**config.mk**
```make
export PLATFORM = sky130hd
export DESIGN_NAME = multi_channel_closure_detector_top
export DESIGN_NICKNAME = d
export VERILOG_FILES = /design/src/hw/rtl/mccd_pkg.sv /design/src/hw/rtl/mccd_front.sv /design/src/hw/rtl/mccd_back.sv /design/src/hw/rtl/multi_channel_closure_detector_top.sv
export SDC_FILE = /design/constraint.sdc
export NUM_CORES = 2
export LEC_CHECK = 0
export ABC_AREA = 1
export BUFFER_PORTS_ARGS = -buffer_cell sky130_fd_sc_hd__buf_2
export CORE_UTILIZATION = 32
export DETAILED_ROUTE_END_ITERATION = 10
export GPL_TIMING_DRIVEN = 0
export SYNTH_ARGS = -nofsm -noshare
export SYNTH_HDL_FRONTEND = slang
export SYNTH_HIERARCHICAL = 1
export SYNTH_SLANG_ARGS = --single-unit
```
**constraint.sdc**
```tcl
create_clock -name clk_i -period 7.98 [get_ports clk_i]
set_input_delay 1.197 -clock clk_i [delete_from_list [all_inputs] [get_ports clk_i]]
set_output_delay 1.197 -clock clk_i [all_outputs]
set_load 0.005 [all_outputs]
```
**src/hw/rtl/mccd_pkg.sv**
```systemverilog
// shared types, constants and alert codes for the multi-channel closure detector
package mccd_pkg;

  // channel count and derived widths
  localparam int unsigned NumChannels = 8;
  localparam int unsigned ChIdxW      = $clog2(NumChannels);
  localparam int unsigned ChCntW      = $clog2(NumChannels + 1);
  localparam int unsigned StillW      = 4;

  // front queue depth
  localparam int unsigned QueueDepth  = 2;

  // configuration port
  localparam int unsigned CfgIdxW     = 3;
  localparam int unsigned CfgDataW    = 16;
  localparam int unsigned ThrW        = 15;

  // time constants in milliseconds, their width and the event counter ceiling
  localparam int unsigned   MsW           = 26;
  localparam logic [MsW-1:0] MsPerS       = 26'd1000;
  localparam logic [31:0]   HourMs        = 32'd3600000;
  localparam logic [31:0]   MultiWindowMs = 32'd60000;
  localparam logic [7:0]    EventCountMax = 8'hFF;

  typedef enum logic [1:0] {
    ALERT_CLEAR     = 2'd0,
    ALERT_EVENT     = 2'd1,
    ALERT_SUSTAINED = 2'd2,
    ALERT_MULTI     = 2'd3
  } alert_e;

  typedef enum logic [CfgIdxW-1:0] {
    REG_GAPE_THRESHOLD  = 3'd0,
    REG_MIN_EVENT_S     = 3'd1,
    REG_SUSTAINED_S     = 3'd2,
    REG_EVENTS_LIMIT    = 3'd3,
    REG_ACTIVE_CHANNELS = 3'd4
  } cfg_reg_e;

  typedef struct packed {
    logic [ThrW-1:0] gape_threshold;
    logic [15:0]     min_event_seconds;
    logic [15:0]     sustained_closure_seconds;
    logic [7:0]      events_per_hour_limit;
    logic [3:0]      active_channels;
  } cfg_t;

  typedef struct packed {
    logic [31:0]        tick_time_ms;
    logic signed [15:0] gape_0;
    logic signed [15:0] gape_1;
    logic signed [15:0] gape_2;
    logic signed [15:0] gape_3;
    logic signed [15:0] gape_4;
    logic signed [15:0] gape_5;
    logic signed [15:0] gape_6;
    logic signed [15:0] gape_7;
  } in_word_t;

  typedef struct packed {
    alert_e      alert;
    logic [3:0]  channels_still_closed;
    alert_e      latched_alert;
    logic [31:0] latched_alert_time_ms;
  } out_word_t;

  // classified tick as it sits in the queue
  typedef struct packed {
    logic [31:0]            tick_time_ms;
    logic [NumChannels-1:0] valid;
    logic [NumChannels-1:0] closed;
  } item_t;

endpackage

```
**src/hw/rtl/mccd_front.sv**
```systemverilog
// front end: accepts tick words, classifies each channel and queues the result
module mccd_front #(
  parameter int unsigned Depth = mccd_pkg::QueueDepth
) (
  input  logic                           clk_i,
  input  logic                           rst_ni,
  input  logic [mccd_pkg::ThrW-1:0]      threshold_i,
  input  logic                           in_valid_i,
  output logic                           in_stall_o,
  input  mccd_pkg::in_word_t             in_data_i,
  output logic                           item_valid_o,
  output mccd_pkg::item_t                item_o,
  input  logic                           item_pop_i
);
  import mccd_pkg::*;

  localparam int unsigned PtrW = (Depth > 1) ? $clog2(Depth) : 1;
  localparam int unsigned CntW = $clog2(Depth + 1);

  logic signed [15:0] gape [NumChannels];
  item_t              cls;
  item_t              mem_q [Depth];
  logic [PtrW-1:0]    wr_ptr_q, wr_ptr_d;
  logic [PtrW-1:0]    rd_ptr_q, rd_ptr_d;
  logic [CntW-1:0]    count_q, count_d;
  logic               push;

  // gather the channel samples
  assign gape[0] = in_data_i.gape_0;
  assign gape[1] = in_data_i.gape_1;
  assign gape[2] = in_data_i.gape_2;
  assign gape[3] = in_data_i.gape_3;
  assign gape[4] = in_data_i.gape_4;
  assign gape[5] = in_data_i.gape_5;
  assign gape[6] = in_data_i.gape_6;
  assign gape[7] = in_data_i.gape_7;

  // classify: negative sample is invalid, below threshold is closed
  always_comb begin
    cls.tick_time_ms = in_data_i.tick_time_ms;
    for (int i = 0; i < NumChannels; i++) begin
      cls.valid[i]  = !gape[i][15];
      cls.closed[i] = gape[i][ThrW-1:0] < threshold_i;
    end
  end

  // queue control
  assign in_stall_o   = (count_q == CntW'(Depth));
  assign push         = in_valid_i && !in_stall_o;
  assign item_valid_o = (count_q != '0);
  assign item_o       = mem_q[rd_ptr_q];

  always_comb begin
    wr_ptr_d = wr_ptr_q;
    rd_ptr_d = rd_ptr_q;
    count_d  = count_q;
    if (push) begin
      wr_ptr_d = (wr_ptr_q == PtrW'(Depth - 1)) ? '0 : wr_ptr_q + PtrW'(1);
    end
    if (item_pop_i) begin
      rd_ptr_d = (rd_ptr_q == PtrW'(Depth - 1)) ? '0 : rd_ptr_q + PtrW'(1);
    end
    if (push && !item_pop_i) begin
      count_d = count_q + CntW'(1);
    end else if (!push && item_pop_i) begin
      count_d = count_q - CntW'(1);
    end
  end

  always_ff @(posedge clk_i or negedge rst_ni) begin
    if (!rst_ni) begin
      wr_ptr_q <= '0;
      rd_ptr_q <= '0;
      count_q  <= '0;
    end else begin
      wr_ptr_q <= wr_ptr_d;
      rd_ptr_q <= rd_ptr_d;
      count_q  <= count_d;
    end
  end

  // queue storage
  always_ff @(posedge clk_i) begin
    if (push) begin
      mem_q[wr_ptr_q] <= cls;
    end
  end

endmodule

```
**src/hw/rtl/mccd_back.sv**
```systemverilog
// back end: walks the channels of one tick, keeps closure state, drives the result word
module mccd_back (
  input  logic                 clk_i,
  input  logic                 rst_ni,
  input  mccd_pkg::cfg_t       cfg_i,
  input  logic                 item_valid_i,
  input  mccd_pkg::item_t      item_i,
  output logic                 item_pop_o,
  output logic                 out_valid_o,
  input  logic                 out_stall_i,
  output mccd_pkg::out_word_t  out_data_o
);
  import mccd_pkg::*;

  typedef enum logic [3:0] {
    ST_IDLE = 4'b0001,
    ST_HOUR = 4'b0010,
    ST_CHAN = 4'b0100,
    ST_DONE = 4'b1000
  } state_e;

  state_e             state_q, state_d;
  item_t              item_q, item_d;
  logic [ChCntW-1:0]  ch_q, ch_d;
  logic [ChCntW-1:0]  n_q, n_d;
  alert_e             alert_q, alert_d;
  logic [ChCntW-1:0]  still_q, still_d;
  logic [31:0]        earliest_q, earliest_d;
  logic               have_q, have_d;
  logic [31:0]        start_q [NumChannels];
  logic [31:0]        start_d [NumChannels];
  logic               prog_q [NumChannels];
  logic               prog_d [NumChannels];
  logic [7:0]         ev_q [NumChannels];
  logic [7:0]         ev_d [NumChannels];
  logic [31:0]        hour_q, hour_d;
  alert_e             held_q, held_d;
  logic [31:0]        held_time_q, held_time_d;
  out_word_t          out_q, out_d;
  logic               out_valid_q, out_valid_d;
  logic [MsW-1:0]     min_ms_q, min_ms_d;
  logic [MsW-1:0]     sus_ms_q, sus_ms_d;

  logic [ChIdxW-1:0]  idx;
  logic [31:0]        now;
  logic               ch_valid, ch_closed, ch_prog;
  logic [31:0]        ch_start, ch_dur;
  logic [7:0]         ch_ev, ev_inc, ev_new;
  logic               open_evt, sust_hit, limit_hit, multi_hit, out_free;
  alert_e             final_alert;

  // limits in milliseconds, one multiply each, registered
  assign min_ms_d = MsW'(cfg_i.min_event_seconds) * MsPerS;
  assign sus_ms_d = MsW'(cfg_i.sustained_closure_seconds) * MsPerS;

  // current channel view
  assign idx       = ch_q[ChIdxW-1:0];
  assign now       = item_q.tick_time_ms;
  assign ch_valid  = item_q.valid[idx];
  assign ch_closed = item_q.closed[idx];
  assign ch_prog   = prog_q[idx];
  assign ch_start  = start_q[idx];
  assign ch_ev     = ev_q[idx];
  assign ch_dur    = now - ch_start;
  assign ev_inc    = (ch_ev == EventCountMax) ? ch_ev : ch_ev + 8'd1;
  assign open_evt  = ch_valid && !ch_closed && ch_prog && (ch_dur >= 32'(min_ms_q));
  assign sust_hit  = ch_valid && ch_closed && ch_prog && (ch_dur >= 32'(sus_ms_q));
  assign ev_new    = open_evt ? ev_inc : ch_ev;
  assign limit_hit = ch_valid && (ev_new >= cfg_i.events_per_hour_limit);

  // end of tick decision
  assign multi_hit   = (still_q >= ChCntW'(2)) && have_q &&
                       ((now - earliest_q) < MultiWindowMs);
  assign final_alert = multi_hit ? ALERT_MULTI : alert_q;
  assign out_free    = !out_valid_q || !out_stall_i;

  assign out_valid_o = out_valid_q;
  assign out_data_o  = out_q;

  // sequencer
  always_comb begin
    state_d     = state_q;
    item_d      = item_q;
    ch_d        = ch_q;
    n_d         = n_q;
    alert_d     = alert_q;
    still_d     = still_q;
    earliest_d  = earliest_q;
    have_d      = have_q;
    start_d     = start_q;
    prog_d      = prog_q;
    ev_d        = ev_q;
    hour_d      = hour_q;
    held_d      = held_q;
    held_time_d = held_time_q;
    out_d       = out_q;
    out_valid_d = out_valid_q && out_stall_i;
    item_pop_o  = 1'b0;
    case (state_q)
      ST_IDLE: begin
        if (item_valid_i) begin
          item_pop_o = 1'b1;
          item_d     = item_i;
          n_d        = (cfg_i.active_channels > 4'(NumChannels)) ?
                       ChCntW'(NumChannels) : ChCntW'(cfg_i.active_channels);
          state_d    = ST_HOUR;
        end
      end
      ST_HOUR: begin
        // hourly rollover clears every event counter at once
        if ((now - hour_q) >= HourMs) begin
          for (int i = 0; i < NumChannels; i++) begin
            ev_d[i] = '0;
          end
          hour_d = now;
        end
        alert_d    = ALERT_CLEAR;
        still_d    = '0;
        earliest_d = '0;
        have_d     = 1'b0;
        ch_d       = '0;
        state_d    = (n_q == '0) ? ST_DONE : ST_CHAN;
      end
      ST_CHAN: begin
        if (ch_valid) begin
          if (ch_closed && !ch_prog) begin
            start_d[idx] = now;
            prog_d[idx]  = 1'b1;
          end else if (!ch_closed && ch_prog) begin
            ev_d[idx]    = ev_new;
            prog_d[idx]  = 1'b0;
            start_d[idx] = '0;
          end else if (ch_closed && ch_prog) begin
            still_d = still_q + ChCntW'(1);
            if (!have_q || (ch_start < earliest_q)) begin
              earliest_d = ch_start;
              have_d     = 1'b1;
            end
          end
          // hourly limit and closure event take priority over a sustained closure within the channel
          if (limit_hit || open_evt) begin
            alert_d = ALERT_EVENT;
          end else if (sust_hit) begin
            alert_d = ALERT_SUSTAINED;
          end
        end
        ch_d = ch_q + ChCntW'(1);
        if (ch_d == n_q) begin
          state_d = ST_DONE;
        end
      end
      ST_DONE: begin
        if (out_free) begin
          out_valid_d                 = 1'b1;
          out_d.alert                 = final_alert;
          out_d.channels_still_closed = StillW'(still_q);
          if (final_alert != ALERT_CLEAR) begin
            held_d                      = final_alert;
            held_time_d                 = now;
            out_d.latched_alert         = final_alert;
            out_d.latched_alert_time_ms = now;
          end else begin
            out_d.latched_alert         = held_q;
            out_d.latched_alert_time_ms = held_time_q;
          end
          state_d = ST_IDLE;
        end
      end
      default: state_d = ST_IDLE;
    endcase
  end

  // control and closure state
  always_ff @(posedge clk_i or negedge rst_ni) begin
    if (!rst_ni) begin
      state_q     <= ST_IDLE;
      ch_q        <= '0;
      n_q         <= '0;
      alert_q     <= ALERT_CLEAR;
      still_q     <= '0;
      earliest_q  <= '0;
      have_q      <= 1'b0;
      hour_q      <= '0;
      held_q      <= ALERT_CLEAR;
      held_time_q <= '0;
      out_valid_q <= 1'b0;
      for (int i = 0; i < NumChannels; i++) begin
        start_q[i] <= '0;
        prog_q[i]  <= 1'b0;
        ev_q[i]    <= '0;
      end
    end else begin
      state_q     <= state_d;
      ch_q        <= ch_d;
      n_q         <= n_d;
      alert_q     <= alert_d;
      still_q     <= still_d;
      earliest_q  <= earliest_d;
      have_q      <= have_d;
      hour_q      <= hour_d;
      held_q      <= held_d;
      held_time_q <= held_time_d;
      out_valid_q <= out_valid_d;
      for (int i = 0; i < NumChannels; i++) begin
        start_q[i] <= start_d[i];
        prog_q[i]  <= prog_d[i];
        ev_q[i]    <= ev_d[i];
      end
    end
  end

  // payload registers
  always_ff @(posedge clk_i) begin
    item_q   <= item_d;
    out_q    <= out_d;
    min_ms_q <= min_ms_d;
    sus_ms_q <= sus_ms_d;
  end

endmodule

```
**src/hw/rtl/multi_channel_closure_detector_top.sv**
```systemverilog
// top level of the multi-channel closure detector: config registers, front and back ends
//
//   port group   direction   handshake            word
//   in_*         input       in_valid/in_stall    tick time and eight gape samples
//   out_*        output      out_valid/out_stall  alert, still closed count, latched alert
//   cfg_*        input       cfg_we               register index and data
//
// a tick passes through the back end in steps: it is taken from the queue, the hourly
// rollover is applied, each of the N active channels (at most 8) goes in turn through
// the shared channel step, and the output register is loaded once the output is free.
// reset clears all closure state, counters and the queue at once; no clearing pass.
// the two-entry front queue keeps taking ticks while the back end works or the output
// stalls; once both entries are taken in_stall_o rises until the back end pops one.
module multi_channel_closure_detector_top #(
  parameter int unsigned FifoDepth = mccd_pkg::QueueDepth
) (
  input  logic                          clk_i,
  input  logic                          rst_ni,
  input  logic                          in_valid_i,
  output logic                          in_stall_o,
  input  mccd_pkg::in_word_t            in_data_i,
  output logic                          out_valid_o,
  input  logic                          out_stall_i,
  output mccd_pkg::out_word_t           out_data_o,
  input  logic                          cfg_we_i,
  input  logic [mccd_pkg::CfgIdxW-1:0]  cfg_index_i,
  input  logic [mccd_pkg::CfgDataW-1:0] cfg_data_i
);
  import mccd_pkg::*;

  cfg_t  cfg_q, cfg_d;
  item_t item;
  logic  item_valid;
  logic  item_pop;

  // configuration register write
  always_comb begin
    cfg_d = cfg_q;
    if (cfg_we_i) begin
      case (cfg_reg_e'(cfg_index_i))
        REG_GAPE_THRESHOLD:  cfg_d.gape_threshold            = cfg_data_i[ThrW-1:0];
        REG_MIN_EVENT_S:     cfg_d.min_event_seconds         = cfg_data_i;
        REG_SUSTAINED_S:     cfg_d.sustained_closure_seconds = cfg_data_i;
        REG_EVENTS_LIMIT:    cfg_d.events_per_hour_limit     = cfg_data_i[7:0];
        REG_ACTIVE_CHANNELS: cfg_d.active_channels           = cfg_data_i[3:0];
        default: cfg_d = cfg_q;
      endcase
    end
  end

  always_ff @(posedge clk_i or negedge rst_ni) begin
    if (!rst_ni) begin
      cfg_q.gape_threshold            <= 15'd500;
      cfg_q.min_event_seconds         <= 16'd30;
      cfg_q.sustained_closure_seconds <= 16'd600;
      cfg_q.events_per_hour_limit     <= 8'd5;
      cfg_q.active_channels           <= 4'd8;
    end else begin
      cfg_q <= cfg_d;
    end
  end

  // classify and queue
  mccd_front #(
    .Depth (FifoDepth)
  ) u_front (
    .clk_i        (clk_i),
    .rst_ni       (rst_ni),
    .threshold_i  (cfg_q.gape_threshold),
    .in_valid_i   (in_valid_i),
    .in_stall_o   (in_stall_o),
    .in_data_i    (in_data_i),
    .item_valid_o (item_valid),
    .item_o       (item),
    .item_pop_i   (item_pop)
  );

  // channel walk and result word
  mccd_back u_back (
    .clk_i        (clk_i),
    .rst_ni       (rst_ni),
    .cfg_i        (cfg_q),
    .item_valid_i (item_valid),
    .item_i       (item),
    .item_pop_o   (item_pop),
    .out_valid_o  (out_valid_o),
    .out_stall_i  (out_stall_i),
    .out_data_o   (out_data_o)
  );

`ifndef SYNTHESIS
  // a fresh alert is always the latched one
  a_latch_follows: assert property (@(posedge clk_i) disable iff (!rst_ni)
    out_valid_o && (out_data_o.alert != ALERT_CLEAR) |->
      out_data_o.latched_alert == out_data_o.alert)
    else $error("latched alert differs from fresh alert");

  // multi-channel alert needs two channels still closed
  a_multi_two: assert property (@(posedge clk_i) disable iff (!rst_ni)
    out_valid_o && (out_data_o.alert == ALERT_MULTI) |->
      out_data_o.channels_still_closed >= StillW'(2))
    else $error("multi-channel alert with fewer than two closed channels");

  // still closed count bounded by channel count
  a_still_bound: assert property (@(posedge clk_i) disable iff (!rst_ni)
    out_valid_o |-> out_data_o.channels_still_closed <= StillW'(NumChannels))
    else $error("still closed count above channel count");
`endif

endmodule

```
Yosys cells after proc, flatten, opt, wreduce, memory -nomap -nowiden
Memory sizes are Yosys's and may differ from the RTL's. A register that Yosys moved wholly into a read port is not among the register bits.
Index checks and enable logic that the tools add are counted.
- bitwise logic cells: 6
- $add $sub $neg: 10
- multiplexer cells: 72
- multipliers: 2
- shift-type cells: 0
- reductions and logical operators: 58
- eq/ne operators: 22
- $lt $le $gt $ge: 19
- div/mod/pow operators: 0
- operators by type and width (operator ; number):
    2-to-1 mux 256 bit ; 2
    bitwise AND 256 bit ; 1
    bitwise mux 256 bit ; 1
    2-to-1 mux 32 bit ; 8
    2-to-1 mux 64 bit ; 4
    NOT 256 bit ; 1
    one-hot mux 64 bit (2 select lines) ; 1
    less-than comparator 15 bit ; 8
    binary-select mux 32 bit (select 3 bit) ; 1
    demux 32 bit (select 3 bit) ; 1
    subtractor 32 bit ; 3
    bitwise mux 64 bit ; 1
    greater-or-equal comparator 32 x 26 -> 1 bit ; 2
    one-hot mux 32 bit (2 select lines) ; 1
    2-to-1 mux 8 bit ; 7
    multiplier 16 x 7 -> 23 bit, second input constant ; 2
    2-to-1 mux 4 bit ; 9
    2-to-1 mux 34 bit ; 1
    greater-or-equal comparator 32 x 22 -> 1 bit, second input constant ; 1
    less-than comparator 32 x 16 -> 1 bit, second input constant ; 1
    less-than comparator 32 bit ; 1
    binary-select mux 8 bit (select 3 bit) ; 1
    demux 8 bit (select 3 bit) ; 1
    2-to-1 mux 1 bit ; 18
    45 further kinds ; 112
- memory bits (read-only): 0
- memories kept: 1
- memory bits (writable): 96
- register bits after elaboration: 595
- latch bits: 0
- output and inout bits: 42
- memory list (name ; words ; bits a word ; rd ports ; clocked after Yosys merged registers in ; write ports ; RTL line ; text):
    u_front.mem_q ; 2 ; 48 ; 1 ; 1 ; 1 ; mccd_front.sv:22 ; item_t mem_q [Depth];

Logic depth before layout (Yosys ltp)
- depth in word-level cells: 14
- depth in mapped cells: 44
- depth with buffers taken out: 41

Cells and area by module
Netlist, hierarchy kept.
- modules (own cells, without submodules) (module ; cells each ; area an instance (um^2) ; seq. area each (um^2) ; times used):
    mccd_back ; 4722 ; 37479.7 ; 14725.4 ; 1
    mccd_front ; 640 ; 6535.0 ; 2982.9 ; 1
    multi_channel_closure_detector_top ; 267 ; 2431.1 ; 1497.7 ; 1

Least setup slack after synthesis
No wires, ideal clock.
- path type: register to register
- start: register u_back.ch_q[1]
- end: register u_back.alert_q[0]
- cell stages (with the launch flop): 43
- slack: 2371 ps
- required time: 7844 ps
- buffers on the path: 4
- arrival time: 5472 ps
- period minus slack after synthesis: 5609 ps
- cell sequence: dfrtp_1 buf_2 nor2_1 nand2_1 inv_2 buf_4 clkbuf_1 buf_1 a221oi_1 nand2_1 inv_1 ha_1 nand2_1 inv_1 a21oi_1 nor2_1 nor2_1 nand2_1 [... 7 more ...] o211a_1 nand2_1 nand2_1 nand3_2 nand2_4 nand2_1 nand2_1 inv_1 ha_1 nand2_1 nor2_1 nand4_1 o2111ai_1 nand2_1 nand3_1 nand2_1 nand3_1 o21ai_0
- longest elaborated chain between the ends: 14
- elaborated cells on any way between the ends: 37
- RTL lines (what ; RTL line ; text):
    start, declared ; mccd_back.sv:24 ; logic [ChCntW-1:0] ch_q, ch_d;
    start signal, assigned ; mccd_back.sv:194 ; ch_q <= ch_d;
    NOT 3 -> 4 bit (implied by the code) ; mccd_back.sv:61, mccd_back.sv:62, mccd_back.sv:63 ;
    binary-select mux 32 bit (select 3 bit) ; mccd_back.sv:62 ; assign ch_start = start_q[idx];
    2-to-1 mux 32 bit (implied by the code) (2 in series) ; mccd_back.sv:62 ;
    subtractor 32 bit ; mccd_back.sv:64 ; assign ch_dur = now - ch_start;
    greater-or-equal comparator 32 x 26 -> 1 bit ; mccd_back.sv:66 ; assign open_evt = ch_valid && !ch_closed && ch_prog && (ch_dur >= 32'(min_ms_q));
    logical AND 1 bit ; mccd_back.sv:66 ;
    2-to-1 mux 8 bit ; mccd_back.sv:68 ; assign ev_new = open_evt ? ev_inc : ch_ev;
    greater-or-equal comparator 8 bit ; mccd_back.sv:69 ; assign limit_hit = ch_valid && (ev_new >= cfg_i.events_per_hour_limit);
    logical AND 1 bit ; mccd_back.sv:69 ;
    logical OR 1 bit ; mccd_back.sv:141 ; if (limit_hit || open_evt) begin
    2-to-1 mux 2 bit ; mccd_back.sv:141 ;
    2-to-1 mux 2 bit ; mccd_back.sv:125 ; if (ch_valid) begin
    one-hot mux 2 bit (2 select lines) ; mccd_back.sv:99 ; case (state_q)
    end signal, assigned ; mccd_back.sv:196 ; alert_q <= alert_d;
    end, declared ; mccd_back.sv:26 ; alert_e alert_q, alert_d;
Parallel ways exist; a longest one is shown, timed or not. The select of a mux whose other input is x is not followed.
A chain may end at the register's enable or synchronous reset.

Worst setup path after layout
- start: register u_back.ch_q[0]
- end: register u_back.alert_q[0]
The elaborated chain is that of the path after synthesis.

==> run_results.csv <==
group,metric,value,unit
synth,post-synth-top-area-cell,"dfrtp_1",
floorplan,start_util,0.323,
route,drtPass1Iterations,9,
synth,synth_cell_types,64,
floorplan,row_count,139,
global_route,grt_pass1_vias,38516,
synth,netlist_area,46400,sq um
clock_network,htreeDepth,3,
clock_network,clockBufferDepth,3,
synth,ys_seq_area_frac,0.414,
worst_hold_path,hold_path_class,"in2async",
synth,synth.area.top_cells,"dfrtp_1 26%, nand2_1 15%, edfxtp_1 12%",
status,status,"finished, violations left",
critical_path,critical_path_required,8.57,ns
timing,layout_min_cycle_time,7.56,ns
synth,synth.area.mux_share,0.0124,
placed_design,dp.cells,7769,
critical_path,cp.arrival,8.15,ns
synth,synth_top_family_by_area,"simple AND/OR/NAND/NOR gates",
timing,fin_crit_sh,0.948,
synth,synth_top_cell_area_share,0.265,
timing,fin_worst_skew,0.0307,ns
critical_path,r2r_slack,0.42,ns
global_route,grt_max_degree,110,
run,drv_cap,0,
synth,netlist_top_cells_count,"1836 x nand2_1, 712 x inv_1, 491 x dfrtp_1, 404 x ha_1, 382 x o21ai_0",
floorplan,core,144000,sq um
pwr,power_density,427,nW/um^2
synth,synth_edf_count,184,
clock_network,clk_latency,0.68,ns
clock_network,cts_made_buffers,80,
synth,avgSynthCellArea,8.25,sq um
route,drt_iter0_markers,3457,
timing,max_freq,0.132,GHz
global_route,grt_use_total,0.201,
synth,synthAdderAreaFrac,0.156,
route,vias,39388,
synth,ys_ff_latch,739,
pwr,leakage,26.2,nW
pwr,worst_ir_drop_vdd,276,uV
cells_and_area,final_layout_size_suffix_gt1_frac,0.102,
clock_network,clk_pin_slew_worst_paths,0.07,ns
global_route,grt_remaining_overflow,0,
synth,synthesis.instances,5629,
synth,ys_warn_count,6,
synth,synth_flop_cell,"dfrtp_1",
floorplan,dieArea,147000,sq um
placed_design,gp_congestion,0.932,
floorplan,die_h,383,um
timing,hold_viol,0,
route,final_antenna_net_count,0,
clock_network,cts_sinks,739,
route,routed_via_density,4.97,
floorplan,io_pins,226,
route,routed_wl,148000,um
critical_path,crit_path_frequent_cell,"nand2_1",
global_route,grt_first_pass_wirelength,226000,um
synth,synthXorXnorAreaFrac,0.0160,
clock_network,cts_tree,"built",
status,violations,"DRC",
timing,slew_headroom,0.0145,
cells_and_area,nets,6649,
cells_and_area,synthToLayoutAreaGrowth,14.3,%
global_route,antenna_found_initial,2,
synth,synth_fp_nets,6327,
timing,setup_viol,0,
floorplan,chipWidth,383,um
timing,holdWs,0.408,ns
placed_design,port_buffers,225,
synth,yosys.area_share.simple,0.223,
synth,synth-async-reset-ratio,0.689,
critical_path,crit_fanout,10,
critical_path,slowest_delay,0.72,ns
synth,yosys.cell_count.top_type,"nand2_1",
placed_design,dp_hpwl,112000,um
cells_and_area,stdcell_count,7919,
clock_network,cts_root_buffer,"clkbuf_16",
critical_path,cpMaxStageDelayCell,"clkbuf_1",
clock_network,hold_buffers,0,
route,drc,15,
critical_path,worstSetupPathType,"reg2reg",
synth,synth_compound_area_frac,0.103,
critical_path,worst_setup_path_start_kind,"flip-flop",
route,wl_per_cell,18.7,um
critical_path,endpoint_kind,"flip-flop",
timing,worstMarginPinSlew,1.47,ns
timing,slew_violations,0,
-- metal layers --
metal | wire [um] | vias up | global-route usage
li1 | - | 19021 | -
met1 | 65900 | 18736 | 0.271
met2 | 65200 | 1375 | 0.316
met3 | 11800 | 256 | 0.0459
met4 | 5050 | 0 | 0.0656
met5 | 0 | - | 0
-- logic make-up (layout without fill, tap and decap cells) --
family / Yosys count / after routing
buf+inv: 878 / 1264
fa+ha+maj: 514 / 514
compound gates: 835 / 835
other cells: 0 / 1
mux: 48 / 48
flops: 739 / 739
xor+xnor: 85 / 85
simple gates: 2530 / 2530
-- worst paths after layout --
| path | startpoint | end | depth (start not counted) |
|---|---|---|---|
| setup / recovery | u_back/ch_q[0] | u_back/alert_q[0] | 39 |
| hold / removal | rst_ni | u_back/hour_q[5] | 1 |
| setup reg to reg | u_back/ch_q[0] | u_back/alert_q[0] | 39 |
| hold reg to reg | cfg_q[3] | cfg_q[3] | 2 |
| max in group asynchronous | rst_ni | cfg_q[4] | 5 |
| min in group clk_i | cfg_q[3] | cfg_q[3] | 2 |
-- worst max-delay path: cells and delay by family (launching register included) --
family                   cells  cell delay [ns]
AO/OA/AOI/OAI               11             1.81
flip-flops                   1             0.38
AND/OR/NAND/NOR             16             2.24
buffers and inverters        8             1.77
XOR/XNOR                     1             0.24
adder cells (fa/ha/maj)      3             0.98
-- layout make-up --
cell class              count  area [sq um]
clock inverters            43           480
diodes                      1          2.50
fillers                 14752         90700
flip-flops and latches    739         19200
plain buffers             155           876
repair buffers            240          1470
well taps                1903          2380
multi-input cells        4012         23800
clock buffers             103          2210
inverters                 723          2720
-- report_power, final --
part	switching, mW	internal, mW
Sequential	0.835	4.78
Clock	1.62	2.23
Combinational	8.44	4.79
Total	10.9	11.8
-- sequential cells by signal, indices dropped and copies added (netlist names), 32 cells and up, named ones only --
register and count:
u_front/mem_q 96, u_back/start_q 256, u_back/out_data_o 40, u_back/earliest_q 32, u_back/now 32, u_back/held_time_q 32, cfg_q 59, u_back/hour_q 32
u_back/ev_q 64
-- cell usage in the layout, fill, tap and decap left out, types with 53 or more instances in the layout --
| cell type | netlist | layout |
|---|---|---|
| xor2_1 | 53 | 53 |
| inv_1 | 712 | 712 |
| dfrtp_1 | 491 | 491 |
| edfxtp_1 | 184 | 184 |
| clkbuf_1 | 61 | 55 |
| nor2_1 | 259 | 256 |
| o21ai_0 | 382 | 381 |
| a22o_1 | 56 | 56 |
| a21oi_1 | 232 | 231 |
| fa_1 | 110 | 110 |
| nand3_1 | 287 | 286 |
| nand2_1 | 1836 | 1831 |
| buf_2 | 60 | 285 |
| clkbuf_16 | 0 | 83 |
| ha_1 | 404 | 404 |
-- through the flow --
stage,util,instance area [sq um],total power [mW],worst slack [ns],TNS (ns)
after floorplan,-,46400,14.8,2.37,0
after global placement,0.347,50000,18.5,-5.16,-2500.54
after detailed placement,0.350,50300,18.7,-0.926,-1.78
after CTS,0.369,53000,22.7,0.0161,0
after global routing,0.369,53100,24.8,-0.0304,-0.0304
final,0.369,53100,22.7,0.418,0
-- what timing repair did --
item	4_1_cts	5_1_grt
buffers inserted	0	3
resized for setup	19	31
pin swaps	0	2
setup endpoints to repair	2	2
Note: power is estimated with default switching activity, not from simulation.
